--- src/design/asah_pkg.sv ---
package asah_pkg;

   // command codes carried in req_tuser
   typedef enum logic [1:0] {
      CMD_SAMPLE  = 2'd0,
      CMD_READ    = 2'd1,
      CMD_RESTART = 2'd2
   } cmd_type;

   // configuration register indexes
   localparam logic [2:0] CSR_UPPER_THR   = 3'd0;
   localparam logic [2:0] CSR_LOWER_THR   = 3'd1;
   localparam logic [2:0] CSR_UPPER_OFF   = 3'd2;
   localparam logic [2:0] CSR_LOWER_OFF   = 3'd3;
   localparam logic [2:0] CSR_SAMPLES     = 3'd4;
   localparam logic [2:0] CSR_AVG_SHIFT   = 3'd5;

   // configuration reset values
   localparam logic [9:0] UPPER_THR_RST   = 10'd1008;
   localparam logic [9:0] LOWER_THR_RST   = 10'd15;
   localparam logic [9:0] UPPER_OFF_RST   = 10'd15;
   localparam logic [9:0] LOWER_OFF_RST   = 10'd15;
   localparam logic [4:0] SAMPLES_RST     = 5'd4;
   localparam logic [2:0] AVG_SHIFT_RST   = 3'd2;

   // saturation limits
   localparam logic [13:0] SUM_MAX        = 14'd16383;
   localparam logic [9:0]  VALUE_MAX      = 10'd1023;

   // one entry of the channel memory
   typedef struct packed {
      logic        low_act;
      logic        high_act;
      logic [13:0] sum;
   } word_type;

endpackage

--- src/design/adc_scan_accumulate_hysteresis_top.sv ---
// throughput: one item per cycle unless rsp_tready holds the output back, set
// by the read-modify-write of the channel memory (read at accept, write back
// as the item leaves stage 1)
// reset: synchronous active high; scan position, pass count, config registers and
// per-channel valid bits clear at once, so no memory clearing pass is needed
module adc_scan_accumulate_hysteresis_top #(
   parameter int CHANNELS = 16
) (
   input  logic        clock,
   input  logic        reset,
   // input items
   input  logic        req_tvalid,
   output logic        req_tready,
   input  logic [15:0] req_tdata,   // sample[9:0], read_channel[13:10], zero fill
   input  logic [1:0]  req_tuser,   // cmd[1:0]
   // result items
   output logic        rsp_tvalid,
   input  logic        rsp_tready,
   output logic [15:0] rsp_tdata,   // value[9:0], next_channel[13:10], data_ready[14]
   // configuration writes
   input  logic        csr_valid,
   output logic        csr_ready,
   input  logic [2:0]  csr_index,
   input  logic [9:0]  csr_data
);

   localparam int CH_W = (CHANNELS > 1) ? $clog2(CHANNELS) : 1;

   // configuration registers
   logic [9:0] upper_thr_ff, lower_thr_ff, upper_off_ff, lower_off_ff;
   logic [4:0] samples_ff;
   logic [2:0] avg_shift_ff;

   assign csr_ready = 1'b1;

   always_ff @(posedge clock) begin
      if (reset) begin
         upper_thr_ff <= asah_pkg::UPPER_THR_RST;
         lower_thr_ff <= asah_pkg::LOWER_THR_RST;
         upper_off_ff <= asah_pkg::UPPER_OFF_RST;
         lower_off_ff <= asah_pkg::LOWER_OFF_RST;
         samples_ff   <= asah_pkg::SAMPLES_RST;
         avg_shift_ff <= asah_pkg::AVG_SHIFT_RST;
      end else if (csr_valid && csr_ready) begin
         unique case (csr_index)
            asah_pkg::CSR_UPPER_THR: upper_thr_ff <= csr_data;
            asah_pkg::CSR_LOWER_THR: lower_thr_ff <= csr_data;
            asah_pkg::CSR_UPPER_OFF: upper_off_ff <= csr_data;
            asah_pkg::CSR_LOWER_OFF: lower_off_ff <= csr_data;
            asah_pkg::CSR_SAMPLES:   samples_ff   <= csr_data[4:0];
            asah_pkg::CSR_AVG_SHIFT: avg_shift_ff <= csr_data[2:0];
            default: ;
         endcase
      end
   end

   // input field unpacking
   logic [9:0]      req_sample;
   logic [3:0]      req_rch;
   logic [CH_W+3:0] rch_ext;
   logic [CH_W-1:0] rch_addr;
   logic            rch_in_range;

   assign req_sample   = req_tdata[9:0];
   assign req_rch      = req_tdata[13:10];
   assign rch_ext      = {{CH_W{1'b0}}, req_rch};
   assign rch_addr     = rch_ext[CH_W-1:0];
   assign rch_in_range = (int'(req_rch) < CHANNELS);

   // pipeline handshake
   logic s1_valid_ff, s1_adv, req_acc, rsp_valid_ff;

   assign s1_adv     = !rsp_valid_ff || rsp_tready;
   assign req_tready = !s1_valid_ff || s1_adv;
   assign req_acc    = req_tvalid && req_tready;

   // scan position and pass counter
   logic [CH_W-1:0] scan_ff, scan_in;
   logic [7:0]      pass_ff, pass_in;

   always_comb begin
      scan_in = scan_ff;
      pass_in = pass_ff;
      if (req_tuser == asah_pkg::CMD_SAMPLE) begin
         if (scan_ff == CH_W'(CHANNELS - 1)) begin
            scan_in = '0;
            pass_in = pass_ff + 8'd1;
         end else begin
            scan_in = scan_ff + CH_W'(1);
         end
      end else if (req_tuser == asah_pkg::CMD_RESTART) begin
         scan_in = '0;
         pass_in = '0;
      end
   end

   always_ff @(posedge clock) begin
      if (reset) begin
         scan_ff <= '0;
         pass_ff <= '0;
      end else if (req_acc) begin
         scan_ff <= scan_in;
         pass_ff <= pass_in;
      end
   end

   logic [CH_W+3:0] scan_ext;
   logic [CH_W-1:0] rd_addr;

   assign scan_ext = {4'b0, scan_in};
   assign rd_addr  = (req_tuser == asah_pkg::CMD_SAMPLE) ? scan_ff : rch_addr;

   // channel memory with per-entry valid bits
   asah_pkg::word_type sum_mem [CHANNELS];
   logic [CHANNELS-1:0] entry_valid_ff;
   asah_pkg::word_type  rd_word_ff;
   logic                rd_valid_ff;

   logic               mem_we;
   logic [CH_W-1:0]    wr_addr;
   asah_pkg::word_type wr_word;

   always_ff @(posedge clock) begin
      if (mem_we) begin
         sum_mem[wr_addr] <= wr_word;
      end
      if (req_acc) begin
         rd_word_ff  <= sum_mem[rd_addr];
         rd_valid_ff <= entry_valid_ff[rd_addr];
      end
   end

   always_ff @(posedge clock) begin
      if (reset) begin
         entry_valid_ff <= '0;
      end else if (mem_we) begin
         entry_valid_ff[wr_addr] <= 1'b1;
      end
   end

   // forwarding for a write landing on the entry read at the same edge
   logic               fwd_hit_ff;
   asah_pkg::word_type fwd_word_ff;

   always_ff @(posedge clock) begin
      if (reset) begin
         fwd_hit_ff <= 1'b0;
      end else if (req_acc) begin
         fwd_hit_ff <= mem_we && (wr_addr == rd_addr);
      end
   end

   always_ff @(posedge clock) begin
      if (req_acc) begin
         fwd_word_ff <= wr_word;
      end
   end

   // stage 1 item registers
   logic [1:0]      s1_cmd_ff;
   logic [9:0]      s1_sample_ff;
   logic [CH_W-1:0] s1_addr_ff;
   logic            s1_in_range_ff;
   logic [3:0]      s1_next_ch_ff;
   logic            s1_ready_ff;

   always_ff @(posedge clock) begin
      if (reset) begin
         s1_valid_ff <= 1'b0;
      end else if (req_tready) begin
         s1_valid_ff <= req_tvalid;
      end
   end

   always_ff @(posedge clock) begin
      if (req_acc) begin
         s1_cmd_ff      <= req_tuser;
         s1_sample_ff   <= req_sample;
         s1_addr_ff     <= rd_addr;
         s1_in_range_ff <= rch_in_range;
         s1_next_ch_ff  <= scan_ext[3:0];
         s1_ready_ff    <= (pass_in == {3'b0, samples_ff});
      end
   end

   // current entry contents
   asah_pkg::word_type cur_word;

   always_comb begin
      priority if (fwd_hit_ff) begin
         cur_word = fwd_word_ff;
      end else if (rd_valid_ff) begin
         cur_word = rd_word_ff;
      end else begin
         cur_word = '0;
      end
   end

   // accumulate with saturation
   logic [14:0] acc_sum;
   logic [13:0] acc_sat;

   assign acc_sum = {1'b0, cur_word.sum} + {5'b0, s1_sample_ff};
   assign acc_sat = acc_sum[14] ? asah_pkg::SUM_MAX : acc_sum[13:0];

   // averaged value and hysteresis comparisons
   logic [13:0] avg;
   logic [10:0] low_lim;
   logic [9:0]  up_lim;
   logic        band_ok, above, below_up, below_ls, below_lt;
   logic [14:0] add_full;
   logic [9:0]  add_res, sub_res, clip_res;
   logic [13:0] sub_full;

   assign avg      = cur_word.sum >> avg_shift_ff;
   assign band_ok  = (upper_thr_ff >= upper_off_ff);
   assign up_lim   = upper_thr_ff - upper_off_ff;
   assign low_lim  = {1'b0, lower_thr_ff} + {1'b0, lower_off_ff};
   assign above    = (avg > {4'b0, upper_thr_ff});
   assign below_up = band_ok && (avg < {4'b0, up_lim});
   assign below_ls = (avg < {3'b0, low_lim});
   assign below_lt = (avg < {4'b0, lower_thr_ff});

   assign add_full = {1'b0, avg} + {5'b0, upper_off_ff};
   assign add_res  = (add_full > {5'b0, asah_pkg::VALUE_MAX}) ? asah_pkg::VALUE_MAX
                                                               : add_full[9:0];
   assign sub_full = avg - {4'b0, lower_off_ff};
   assign sub_res  = (avg > {4'b0, lower_off_ff}) ? sub_full[9:0] : 10'd0;
   assign clip_res = (avg > {4'b0, asah_pkg::VALUE_MAX}) ? asah_pkg::VALUE_MAX : avg[9:0];

   // hysteresis result and sticky flags
   logic [9:0] hyst_val;
   logic       hyst_hi, hyst_lo;

   always_comb begin
      hyst_hi = cur_word.high_act;
      hyst_lo = cur_word.low_act;
      priority if (above) begin
         hyst_hi  = 1'b1;
         hyst_lo  = 1'b0;
         hyst_val = add_res;
      end else if (below_up) begin
         hyst_hi = 1'b0;
         priority if (below_ls && below_lt) begin
            hyst_lo  = 1'b1;
            hyst_val = sub_res;
         end else if (below_ls) begin
            hyst_val = cur_word.low_act ? sub_res : clip_res;
         end else begin
            hyst_lo  = 1'b0;
            hyst_val = clip_res;
         end
      end else begin
         hyst_val = cur_word.high_act ? add_res : clip_res;
      end
   end

   // write back and result value
   logic [9:0] s1_value;
   logic       s1_leave;

   assign s1_leave = s1_valid_ff && s1_adv;
   assign wr_addr  = s1_addr_ff;

   always_comb begin
      mem_we   = 1'b0;
      wr_word  = cur_word;
      s1_value = '0;
      if (s1_cmd_ff == asah_pkg::CMD_SAMPLE) begin
         mem_we       = s1_leave;
         wr_word.sum  = acc_sat;
      end else if (s1_cmd_ff == asah_pkg::CMD_READ && s1_in_range_ff) begin
         mem_we           = s1_leave;
         wr_word.sum      = '0;
         wr_word.high_act = hyst_hi;
         wr_word.low_act  = hyst_lo;
         s1_value         = hyst_val;
      end
   end

   // output register
   logic [9:0] rsp_value_ff;
   logic [3:0] rsp_next_ch_ff;
   logic       rsp_ready_ff;

   always_ff @(posedge clock) begin
      if (reset) begin
         rsp_valid_ff <= 1'b0;
      end else if (s1_adv) begin
         rsp_valid_ff <= s1_valid_ff;
      end
   end

   always_ff @(posedge clock) begin
      if (s1_leave) begin
         rsp_value_ff   <= s1_value;
         rsp_next_ch_ff <= s1_next_ch_ff;
         rsp_ready_ff   <= s1_ready_ff;
      end
   end

   assign rsp_tvalid = rsp_valid_ff;
   assign rsp_tdata  = {1'b0, rsp_ready_ff, rsp_next_ch_ff, rsp_value_ff};

`ifndef NO_ASSERTIONS
   // an accepted item always occupies stage 1 next cycle
   a_accept_fills: assert property (@(posedge clock) disable iff (reset)
      req_acc |=> s1_valid_ff)
      else $error("accepted item did not reach stage 1");

   // memory is written only by an item leaving stage 1
   a_write_on_leave: assert property (@(posedge clock) disable iff (reset)
      mem_we |-> (s1_valid_ff && s1_adv))
      else $error("memory write without a departing item");

   // only a read command yields a nonzero value
   a_value_zero: assert property (@(posedge clock) disable iff (reset)
      (s1_leave && s1_cmd_ff != asah_pkg::CMD_READ) |=> (rsp_value_ff == 10'd0))
      else $error("nonzero value for a non-read item");

   // scan position never leaves the channel range
   a_scan_range: assert property (@(posedge clock) disable iff (reset)
      int'(scan_ff) < CHANNELS)
      else $error("scan position out of range");
`endif

endmodule
--- config.mk ---
export PLATFORM = sky130hd
export DESIGN_NAME = adc_scan_accumulate_hysteresis_top
export DESIGN_NICKNAME = d
export VERILOG_FILES = /design/src/design/asah_pkg.sv /design/src/design/adc_scan_accumulate_hysteresis_top.sv
export SDC_FILE = /design/constraint.sdc
export NUM_CORES = 1
export LEC_CHECK = 0
export BUFFER_PORTS_ARGS = -buffer_cell sky130_fd_sc_hd__buf_2
export CAP_MARGIN = 20
export CELL_PAD_IN_SITES_DETAIL_PLACEMENT = 0
export CELL_PAD_IN_SITES_GLOBAL_PLACEMENT = 2
export CORE_UTILIZATION = 45
export DETAILED_ROUTE_END_ITERATION = 10
export PLACE_DENSITY_LB_ADDON = 0.1
export REMOVE_ABC_BUFFERS = 1
export SLEW_MARGIN = 40
export SYNTH_ARGS = -nofsm -noshare
export SYNTH_HDL_FRONTEND = slang
export SYNTH_SLANG_ARGS = --single-unit
--- constraint.sdc ---
create_clock -name clock -period 7 [get_ports clock]
set_input_delay 0.35 -clock clock [delete_from_list [all_inputs] [get_ports clock]]
set_output_delay 0.35 -clock clock [all_outputs]
set_load 0.05 [all_outputs]
==> results.toml, run 1 <==
[global_routing]
grtUsageTotal_pct = 24.1
gr-max-usage-layer = "met2"
grt_util_met1_pct = 32.2
globalRoute.totalOverflow = 0
antenna_found_initial = 3
global_route.usage.met3_pct = 3.47
gr-usage-met2_pct = 41.0
grt_start_max_net_pins = 88
grt_first_pass_wirelength_mm = 84.7
first_global_vias = 14200

[floorplan]
rows = 77
die-height_um = 215
fp.dieArea_um2 = 46100
starting_density_pct = 45.8
ioPinCount = 55
dieWidth_um = 215
core_area_um2 = 44400

[timing]
finalSetupTns_ns = 0
finalCritPeriodShare_pct = 77.1
report.final.hold_viol_count = 0
fmax_mhz = 185
final.setup_skew_ns = 0.0190
tightest_slew_ns = 0.842
worst_slack_on_hold_paths_ns = 0.0572
max_slew_violations = 0
grt_setup_unrepaired = "false"
setup_violations = 0
fin_crit_ns = 5.40
max-slew-margin-rel_pct = 43.9

[drt]
detail_route.wl_per_cell_um = 21.3
drt_first_iter_violations = 1136
routed_via_density = 5.65
route.detailed.drc = 0
drtAntennaViolNets = 0
routed_wirelength_mm = 56.0
dr_total_vias = 14900
drt-pass1-iter-count = 5

[clock_tree]
cts-root-buf = "sky130_fd_sc_hd__clkbuf_16"
tritoncts.num_buffers = 45
cts_sinks = 404
clk_path_buf_depth = 3
cts_resized = 0
clkLatencyLatePin_ns = 0.59
tritoncts = "yes"
clock_pin_transition_on_the_worst_setup_and_hold_timing_paths_ns = 0.06
h-tree-depth = 2

[setup_path]
setup.worst_path.end_class = "flip-flop"
criticalPathCategory = "reg -> reg"
worst-path-max-fanout = 17
worst_path_dominant_cell_family = "compound AO/OA/AOI/OAI gates"
critical_path_required_time_ns = 7.31
critPathLaunchType = "flip-flop"
critPathArrivalTime_ns = 5.71
cp.buffers_inverters = 3
critPathMaxStageDelay_ns = 0.63
timing.critical_path.slowest_stage_cell = "sky130_fd_sc_hd__edfxtp_1"
crit_chain = "nor2b_1 > a22oi_1 > inv_1 > o21ai_0 > o21ai_0 > a21oi_1 > inv_1 > ha_1 > a21o_1 > a21o_1 > a21o_1 > nor2_1 > a311o_1 > nand4_1 > o21a_1 > a31oi_1 > o21ai_0 > buf_4"

[synthesis]
synth.yosys.seq_area_share_pct = 55.7
synth-edff-count = 325
yosys_warnings = 0
synthCells = 1954
synth_async_sr_flop_share_pct = 0
ys.flop_type = "sky130_fd_sc_hd__edfxtp_1"
yosys_register_bits = 404
area_of_the_mapped_netlist_um2 = 20400
synth_cell_type_count = 85
synth.top_cell.area_share_pct = 47.9
yosys-top-cells-area = "sky130_fd_sc_hd__edfxtp_1 (48%), sky130_fd_sc_hd__dfxtp_1 (7.8%), sky130_fd_sc_hd__nand2_1 (7.3%), sky130_fd_sc_hd__ha_1 (5.7%), sky130_fd_sc_hd__nand3_1 (3.7%)"
synth.largest_area_cell = "sky130_fd_sc_hd__edfxtp_1"
post_synthesis_average_cell_area_um2 = 10.4

[flow_run]
timing.max_cap.violations = 0

[power]
total_power_w = 0.00616
power.static_leakage_nw = 8.82
power_density_nw_per_um2 = 266
ir_drop_v = 0.000220

[finish]
multi_input_comb_area_um2 = 8490
layout.cells.most_common = "sky130_fd_sc_hd__nand2_1"
num_antenna_cells = 0
area_growth_syn_to_layout_pct = 13.6
layout-drive-gt1-share_pct = 11.3
num-fill-cells = 3993
top_library_cells_by_usage_in_the_layout_fill_and_taps_aside = "sky130_fd_sc_hd__nand2_1 (394), sky130_fd_sc_hd__edfxtp_1 (325), sky130_fd_sc_hd__nand3_1 (150)"
seq_area_um2 = 11300
design.final.nets = 2137

[min_path]
worst_hold_path_type = "in -> reg"

[outcome]
outcome = "completed"

[placement]
routability_congestion = 0.871
place.detailed.hpwl_mm = 36.6
io_buffers = 50
area by class of cell:
cell class,count,area share (%)
Multi-Input combinational cell,1364,36.7
Timing Repair Buffer,105,3.08
Clock inverter,19,1.04
Clock buffer,65,5.54
Inverter,84,1.39
Sequential cell,404,49.0
Tap cell,592,3.20
worst paths after layout:
path / from / to / slack, ns / depth (start not counted)
worst min register to register: s1_next_ch_ff[0] / rsp_next_ch_ff[0] / 0.42 / 0
worst max-delay path: rd_valid_ff / sum_mem[9][15] / 1.60 / 18
worst min-delay path: csr_data[5] / lower_off_ff[5] / 0.06 / 3
worst max register to register: rd_valid_ff / sum_mem[9][15] / 1.60 / 18
cell usage after synthesis, drive strengths merged, types with 11 or more instances:
library cell,count
a211o,19
a21o,23
a21oi,105
a311oi,37
a31oi,30
and3,24
buf,27
clkbuf,75
dfxtp,79
edfxtp,325
ha,92
inv,81
mux2i,29
nand2,395
nand3,150
nand3b,15
nand4,17
nor2,142
nor2b,17
nor3,23
o21a,16
o21ai,39
o21bai,11
xnor2,29
xor2,19
logic make-up after synthesis:
kind of cell	Yosys count	share of synthesized area [%]
other	2	0.0369
adders and majority gates	97	6.14
muxes	35	1.92
buffers and inverters	186	3.74
and+or+nand+nor	820	17.9
AOI/OAI and AO/OA	362	12.5
DFF	404	55.7
xor gates and xnor gates	48	2.06
timing repair:
| action | CTS | global route |
|---|---|---|
| setup buffers | 0 | 0 |
| hold buffers | 10 | 0 |
| hold endpoints to repair | 10 | 0 |
sequential cells by signal (all words and copies together) (netlist names), 2 cells and up:
signal	count
s1_next_ch_ff	4
rsp_value_ff	10
avg_shift_ff	3
s1_sample_ff	10
rd_word_ff	16
upper_thr_ff	10
entry_valid_ff	16
fwd_word_ff	16
scan_ff	4
s1_cmd_ff	2
lower_off_ff	10
sum_mem	256
pass_ff	8
s1_addr_ff	4
samples_ff	5
rsp_next_ch_ff	4
upper_off_ff	10
lower_thr_ff	10
worst reg2reg max path, delay by kind of cell, from the launching register on:
kind	cells	cell delay (ns)
fa+ha+maj	1	0.34
simple gates	3	1.25
buf+inv	3	0.79
flops	1	0.63
compound gates	11	2.11
where the power goes:
group	internal, W	switching, W	leakage, nW
logic	0.000333	0.000661	4.42
registers	0.00270	0.0000363	3.65
clock network	0.00144	0.000996	0.743
layer usage:
metal / wire length [um] / vias to the layer above
li1: - / 7185
met1: 24600 / 7234
met2: 27500 / 369
met3: 2620 / 94
met4: 1300 / 0
met5: 0 / -
per-stage QoR:
stage | cell area (um^2) | std cells | setup slack [ns] | utilization [%]
after floorplan | 19900 | 1852 | -4.70 | -
after global placement | 21400 | 2538 | 1.61 | 48.2
after detailed placement | 21500 | 2539 | 1.59 | 48.4
after CTS | 23100 | 2633 | 1.55 | 52.0
after global routing | 23100 | 2633 | 1.20 | 52.1
final | 23100 | 2633 | 1.60 | 52.1
No activity file was read; power rests on OpenSTA's default activity.
==> run 2, diff against run 1 <==
--- a/config.mk
+++ b/config.mk
@@ -5,11 +5,12 @@
 export SDC_FILE = /design/constraint.sdc
 export NUM_CORES = 1
 export LEC_CHECK = 0
+export ABC_AREA = 1
 export BUFFER_PORTS_ARGS = -buffer_cell sky130_fd_sc_hd__buf_2
 export CAP_MARGIN = 20
 export CELL_PAD_IN_SITES_DETAIL_PLACEMENT = 0
 export CELL_PAD_IN_SITES_GLOBAL_PLACEMENT = 2
-export CORE_UTILIZATION = 45
+export CORE_UTILIZATION = 41
 export DETAILED_ROUTE_END_ITERATION = 10
 export PLACE_DENSITY_LB_ADDON = 0.1
 export REMOVE_ABC_BUFFERS = 1
==> constraint.sdc (replaced) <==
create_clock -name clock -period 5.45 [get_ports clock]
set_input_delay 0.2725 -clock clock [delete_from_list [all_inputs] [get_ports clock]]
set_output_delay 0.2725 -clock clock [all_outputs]
set_load 0.05 [all_outputs]
==> run 2 against run 1 <==
Compared with the run above:
- utilization is 4.6 points lower
- register-to-register slack worse by 0.85 ns
- highest routed layer unchanged
- worst setup slack worse by 0.85 ns
- non-clock buffer count is 15 higher
- clock skew is 0.010 ns higher
- synthesized cell count is 6.3% higher
- global-route usage is 0.76 points lower
- area after synthesis is 1.4% lower
- maximum frequency is 15% higher
- hold slack worse by 0.0020 ns
- largest cell class unchanged
- sequential cell count stayed put
- clock power is 20% higher
==> results.toml, run 2 <==
[placement]
place.detailed.hpwl_mm = 37.5
placed_cells_incl_taps = 2697
io_buffers = 50
routability_congestion = 0.840

[timing]
final.setup_skew_ns = 0.0293
tightest_slew_ns = 0.838
setup_violations = 0
max_slew_violations = 0
report.final.hold_viol_count = 0
grt_setup_unrepaired = "false"
finalCritPeriodShare_pct = 86.1
max-slew-margin-rel_pct = 44.0
fin_crit_ns = 4.69
fmax_mhz = 213

[finish]
layout.cells.most_common = "sky130_fd_sc_hd__edfxtp_1"
layout-drive-gt1-share_pct = 10.6
area_growth_syn_to_layout_pct = 13.8
num-fill-cells = 4553
final_core_util_pct = 47.5
top_library_cells_by_usage_in_the_layout_fill_and_taps_aside = "sky130_fd_sc_hd__edfxtp_1 (325), sky130_fd_sc_hd__nand2_1 (318), sky130_fd_sc_hd__nor2_1 (242)"
max_ffs_per_register = 256
top_register = "sum_mem"
final_cell_count_no_fill = 2799
design.final.nets = 2281

[clock_tree]
cts_setup_buffers = 0
clkLatencyLatePin_ns = 0.60
h-tree-depth = 2
tritoncts.num_buffers = 45
cts-root-buf = "sky130_fd_sc_hd__clkbuf_16"
clock_pin_transition_on_the_worst_setup_and_hold_timing_paths_ns = 0.06
cts_sinks = 404
tritoncts = "yes"
clk_path_buf_depth = 3

[synthesis]
post_synthesis_average_cell_area_um2 = 9.66
synth-adder-area-share_pct = 6.23
synth_xor_xnor_area_share_pct = 1.75
synth_async_sr_flop_share_pct = 0
area_of_the_mapped_netlist_um2 = 20100
yosys-mux-area-fraction_pct = 0
yosys-top-cells-area = "sky130_fd_sc_hd__edfxtp_1 (49%), sky130_fd_sc_hd__dfxtp_1 (7.9%), sky130_fd_sc_hd__o21ai_0 (6.0%), sky130_fd_sc_hd__nand2_1 (5.9%), sky130_fd_sc_hd__ha_1 (5.7%)"
synth.top_cell.area_share_pct = 48.6
synth-compound-area-share_pct = 14.5
synth-simple-area-share_pct = 15.3
synth.yosys.seq_area_share_pct = 56.5
synth-edff-count = 325
synth.largest_area_cell = "sky130_fd_sc_hd__edfxtp_1"
synth.most_common_cell = "sky130_fd_sc_hd__edfxtp_1"
yosys_warnings = 0
combinational_family_with_the_most_area_after_synthesis = "simple AND/OR/NAND/NOR gates"
ys.flop_type = "sky130_fd_sc_hd__edfxtp_1"
yosys_register_bits = 404
synth_top_cells_by_count = "sky130_fd_sc_hd__edfxtp_1 (325), sky130_fd_sc_hd__nand2_1 (318), sky130_fd_sc_hd__nor2_1 (262)"
synthCells = 2077
synth_cell_type_count = 49

[min_path]
min_from = "csr_data[3]"
worst_hold_path_type = "in -> reg"
min_to = "upper_off_ff[3]"
min_path_cells = 3

[flow_run]
timing.max_cap.violations = 0

[floorplan]
fp.dieArea_um2 = 49800
rows = 80
starting_density_pct = 41.8
core_area_um2 = 48000
dieWidth_um = 223
ioPinCount = 55
die-height_um = 223

[drt]
routed_wirelength_mm = 57.5
drt-pass1-iter-count = 6
route.detailed.drc = 0
routed_via_density = 5.42
detail_route.wl_per_cell_um = 20.5
drt_first_iter_violations = 1141
dr_total_vias = 15200
drtAntennaViolNets = 0

[setup_path]
worst-path-max-fanout = 11
timing.rr.end = "rsp_value_ff[9]"
worst-r2r-setup-slack_ns = 0.76
critical_path_required_time_ns = 5.78
critPathLaunchType = "flip-flop"
setup.worst_path.end_class = "flip-flop"
criticalPathCategory = "reg -> reg"
critPathArrivalTime_ns = 5.03
r2r_startpoint = "fwd_hit_ff"
r2r_cells = 23

[power]
power.static_leakage_nw = 8.90
ir_drop_v = 0.000292
power_density_nw_per_um2 = 347
total_power_w = 0.00792

[global_routing]
grtUsageTotal_pct = 23.4
globalRoute.totalOverflow = 0
first_global_vias = 14800
antenna_found_initial = 3
grt_start_max_net_pins = 98
grt_first_pass_wirelength_mm = 87.7

[outcome]
outcome = "completed"
run 2: worst max path at each step:
stage                                 end  cells past startpoint         start
after floorplan             rd_word_ff[8]                      7  req_tuser[1]
after CTS                 rsp_value_ff[9]                     20    fwd_hit_ff
after global placement    rsp_value_ff[9]                     23    fwd_hit_ff
after global routing      rsp_value_ff[4]                     20    fwd_hit_ff
after detailed placement  rsp_value_ff[9]                     22    fwd_hit_ff
final                     rsp_value_ff[9]                     23    fwd_hit_ff
run 2: area by class of cell:
type                    count  area, um^2  share of cell area, %
clock inverters            25         236                   1.04
flip-flops and latches    404       11300                   49.7
diodes                      1        2.50                 0.0110
clock buffers              57        1180                   5.17
repair buffers            120         872                   3.82
multi-input cells        1388        7720                   33.8
well taps                 615         769                   3.37
inverters                 189         712                   3.12
run 2: logic make-up after synthesis:
kind of cell / Yosys count
flops: 404
compound gates: 505
fa+ha+maj: 97
buf+inv: 285
other cells: 2
xor+xnor: 40
simple gates: 744
run 2: what timing repair did:
| item | in CTS | in global routing |
|---|---|---|
| hold buffers | 19 | 0 |
| hold endpoints to repair | 24 | 0 |
| gates resized for setup | 0 | 0 |
run 2: layer usage:
layer	vias to the layer above	wire, um	GRT usage, %
li1	7453	-	-
met1	7314	26800	32.2
met2	317	27200	39.1
met3	74	2420	3.17
met4	0	1010	5.47
met5	-	0	0
run 2: through the flow:
step / TNS [ns] / hold WS (ns) / setup WS (ns) / cell area (um^2)
global placement: 0 / 0.402 / 0.701 / 21100
detailed placement: 0 / 0.409 / 0.652 / 21200
global route: 0 / 0.0548 / 0.223 / 22800
CTS: 0 / 0.0308 / 0.630 / 22800
finish: 0 / 0.0552 / 0.756 / 22800
floorplan: -61.41 / 0.342 / -3.44 / 19700
run 2: worst max-delay path, stage by stage, from the launching register on:
cell and delay, ns:
sky130_fd_sc_hd__dfxtp_1 0.69, sky130_fd_sc_hd__buf_4 0.27, sky130_fd_sc_hd__nand2_1 0.06, sky130_fd_sc_hd__nand2_1 0.14, sky130_fd_sc_hd__inv_1 0.07, sky130_fd_sc_hd__o21ai_1 0.16
sky130_fd_sc_hd__nor2_1 0.06, sky130_fd_sc_hd__a31oi_1 0.23, sky130_fd_sc_hd__nand2_1 0.07, sky130_fd_sc_hd__o21ai_1 0.36, sky130_fd_sc_hd__ha_1 0.42, sky130_fd_sc_hd__inv_1 0.07
sky130_fd_sc_hd__o21ai_0 0.08, sky130_fd_sc_hd__a31oi_1 0.15, sky130_fd_sc_hd__nand3_1 0.14, sky130_fd_sc_hd__nand2_1 0.09, sky130_fd_sc_hd__nand2_1 0.09, sky130_fd_sc_hd__nand2_1 0.08
sky130_fd_sc_hd__nand2_1 0.05, sky130_fd_sc_hd__nand2_1 0.38, sky130_fd_sc_hd__and2_1 0.45, sky130_fd_sc_hd__nand2_1 0.09, sky130_fd_sc_hd__o21ai_1 0.12, sky130_fd_sc_hd__a21oi_1 0.08
run 2: where the power goes:
group	internal, W	total [W]	leakage [nW]	switching [W]
combinational	0.000451	0.00147	4.56	0.00102
clock	0.00165	0.00292	0.682	0.00128
sequential	0.00349	0.00353	3.66	0.0000459
total	0.00558	0.00792	8.90	0.00234
==> run 3, diff against run 2 <==
==> constraint.sdc (replaced) <==
create_clock -name clock -period 5.45 [get_ports clock]
set_input_delay 0.545 -clock clock [delete_from_list [all_inputs] [get_ports clock]]
set_output_delay 0.545 -clock clock [all_outputs]
set_load 0.05 [all_outputs]
==> run 3 against run 2 <==
Compared with the run above:
- sequential share of layout area grew 0.18 points
- largest power group unchanged
- critical endpoint unchanged
- register-to-register slack lost 0.02 ns
- wire length decreased by 0.84%
- non-clock buffer count decreased by 8
- via count decreased by 0.56%
- maximum frequency fell by 0.52%
- highest routed layer unchanged
- sequential power about the same
- first-iteration DRC count up 3.2%
==> results.toml, run 3 (synthesis gave the netlist of run 2 again) <==
[power]
power_density_nw_per_um2 = 354
ir_drop_v = 0.000248
power.static_leakage_nw = 8.92

[drt]
drtAntennaViolNets = 0
drt-pass1-iter-count = 6
dr_total_vias = 15100
met3_length_mm = 2.84
route.detailed.drc = 0
wl_met2_mm = 26.2
detail_route.wl_per_cell_um = 20.4
drt_first_iter_violations = 1178
routed_via_density = 5.40
routed_wirelength_mm = 57.0
wl_met1_mm = 26.7
routed.top_layer = "met4"

[setup_path]
criticalPathCategory = "reg -> reg"
worst-path-max-fanout = 11
critPathArrivalTime_ns = 5.04
critPathLaunchType = "flip-flop"
setup.worst_path.end_class = "flip-flop"
critical_path_required_time_ns = 5.77

[global_routing]
globalRoute.totalOverflow = 0
grtUsageTotal_pct = 23.2
antenna_found_initial = 2
grt_first_pass_wirelength_mm = 87.8
grt_start_max_net_pins = 93
first_global_vias = 14800

[clock_tree]
tritoncts = "yes"
cts_setup_buffers = 0
number_of_hold_buffers_added_after_cts = 0
tritoncts.num_buffers = 45
h-tree-depth = 2
cts_sinks = 404
clkLatencyLatePin_ns = 0.59
clk_path_buf_depth = 3
clock_pin_transition_on_the_worst_setup_and_hold_timing_paths_ns = 0.06
cts-root-buf = "sky130_fd_sc_hd__clkbuf_16"
cts_resized = 0

[timing]
finalCritPeriodShare_pct = 86.6
setup_violations = 0
grt_setup_unrepaired = "false"
report.final.hold_viol_count = 0
worst_slack_on_hold_paths_ns = 0.141
max-slew-margin-rel_pct = 44.0
fin_crit_ns = 4.72
fmax_mhz = 212
max_slew_violations = 0
final.setup_skew_ns = 0.0217
tightest_slew_ns = 0.839

[outcome]
outcome = "completed"

[placement]
place.detailed.hpwl_mm = 37.7
placed_cells_incl_taps = 2708
io_buffers = 50
routability_congestion = 0.836

[finish]
layout.cells.most_common = "sky130_fd_sc_hd__edfxtp_1"
num-fill-cells = 4519
top_register = "sum_mem"
design.final.nets = 2273
layout-drive-gt1-share_pct = 11.0
area_growth_syn_to_layout_pct = 13.4
max_ffs_per_register = 256
final_cell_count_no_fill = 2793
top_library_cells_by_usage_in_the_layout_fill_and_taps_aside = "sky130_fd_sc_hd__edfxtp_1 (325), sky130_fd_sc_hd__nand2_1 (318), sky130_fd_sc_hd__nor2_1 (243)"

[flow_run]
timing.max_cap.violations = 0

[floorplan]
dieWidth_um = 223
fp.dieArea_um2 = 49800
die-height_um = 223
ioPinCount = 55
core_area_um2 = 48000
rows = 80
starting_density_pct = 41.8

[min_path]
worst_hold_path_type = "in -> reg"
## run 3: path summary, 6_finish.rpt
path                            slack [ns]        startpoint           endpoint  cells past startpoint
worst max-delay path                  0.73       rd_valid_ff    rsp_value_ff[9]                     24
worst min-delay path                  0.14      req_tdata[6]    s1_sample_ff[6]                      1
worst max register to register        0.73       rd_valid_ff    rsp_value_ff[9]                     24
worst min register to register        0.42  s1_next_ch_ff[0]  rsp_next_ch_ff[0]                      0
## run 3: metrics by stage
step / util, % / area (um^2) / setup WS (ns) / TNS (ns) / power [W]
after floorplan: - / 19700 / -3.71 / -66.31 / 0.00454
after global placement: 44.1 / 21200 / 0.757 / 0 / 0.00504
after detailed placement: 44.2 / 21300 / 0.696 / 0 / 0.00506
after CTS: 47.3 / 22700 / 0.679 / 0 / 0.00813
after global routing: 47.4 / 22800 / 0.235 / 0 / 0.00843
final: 47.4 / 22800 / 0.732 / 0 / 0.00805
## run 3: layout make-up
class                   count  area (um^2)  area share (%)
flip-flops and latches    404        11300            49.8
multi-input cells        1388         7680            33.7
clock buffers              51         1170            5.14
well taps                 615          769            3.38
repair buffers            112          757            3.33
inverters                 189          716            3.15
clock inverters            33          322            1.41
diodes                      1         2.50          0.0110
## run 3: critical path, stage by stage (launching register included)
cell and delay (ns):
sky130_fd_sc_hd__edfxtp_1 0.56, sky130_fd_sc_hd__inv_1 0.13, sky130_fd_sc_hd__nor2_4 0.26, sky130_fd_sc_hd__nand2_1 0.12
sky130_fd_sc_hd__nand2_1 0.16, sky130_fd_sc_hd__inv_1 0.07, sky130_fd_sc_hd__o21ai_1 0.18, sky130_fd_sc_hd__nor2_1 0.06
sky130_fd_sc_hd__a31oi_1 0.21, sky130_fd_sc_hd__nand2_1 0.08, sky130_fd_sc_hd__o21ai_1 0.35, sky130_fd_sc_hd__ha_1 0.42
sky130_fd_sc_hd__inv_1 0.07, sky130_fd_sc_hd__o21ai_0 0.08, sky130_fd_sc_hd__a31oi_1 0.15, sky130_fd_sc_hd__nand3_1 0.14
sky130_fd_sc_hd__nand2_1 0.08, sky130_fd_sc_hd__nand2_1 0.08, sky130_fd_sc_hd__nand2_1 0.07, sky130_fd_sc_hd__nand2_1 0.04
sky130_fd_sc_hd__nand2_1 0.38, sky130_fd_sc_hd__and2_1 0.44, sky130_fd_sc_hd__nand2_1 0.10, sky130_fd_sc_hd__o21ai_1 0.13
sky130_fd_sc_hd__a21oi_1 0.07
## run 3: power breakdown
group          internal (W)  total (W)  leakage (nW)  switching, W
Sequential          0.00349    0.00353          3.66     0.0000441
Clock               0.00179    0.00306         0.726       0.00127
Combinational      0.000451    0.00147          4.53       0.00102
## run 3: per-layer routing
| layer | vias to the layer above | track usage (%) |
|---|---|---|
| met3 | 80 | 3.50 |
| met1 | 7247 | 32.1 |
| met5 | - | 0 |
| met2 | 328 | 37.9 |
| li1 | 7418 | - |
| met4 | 0 | 6.74 |
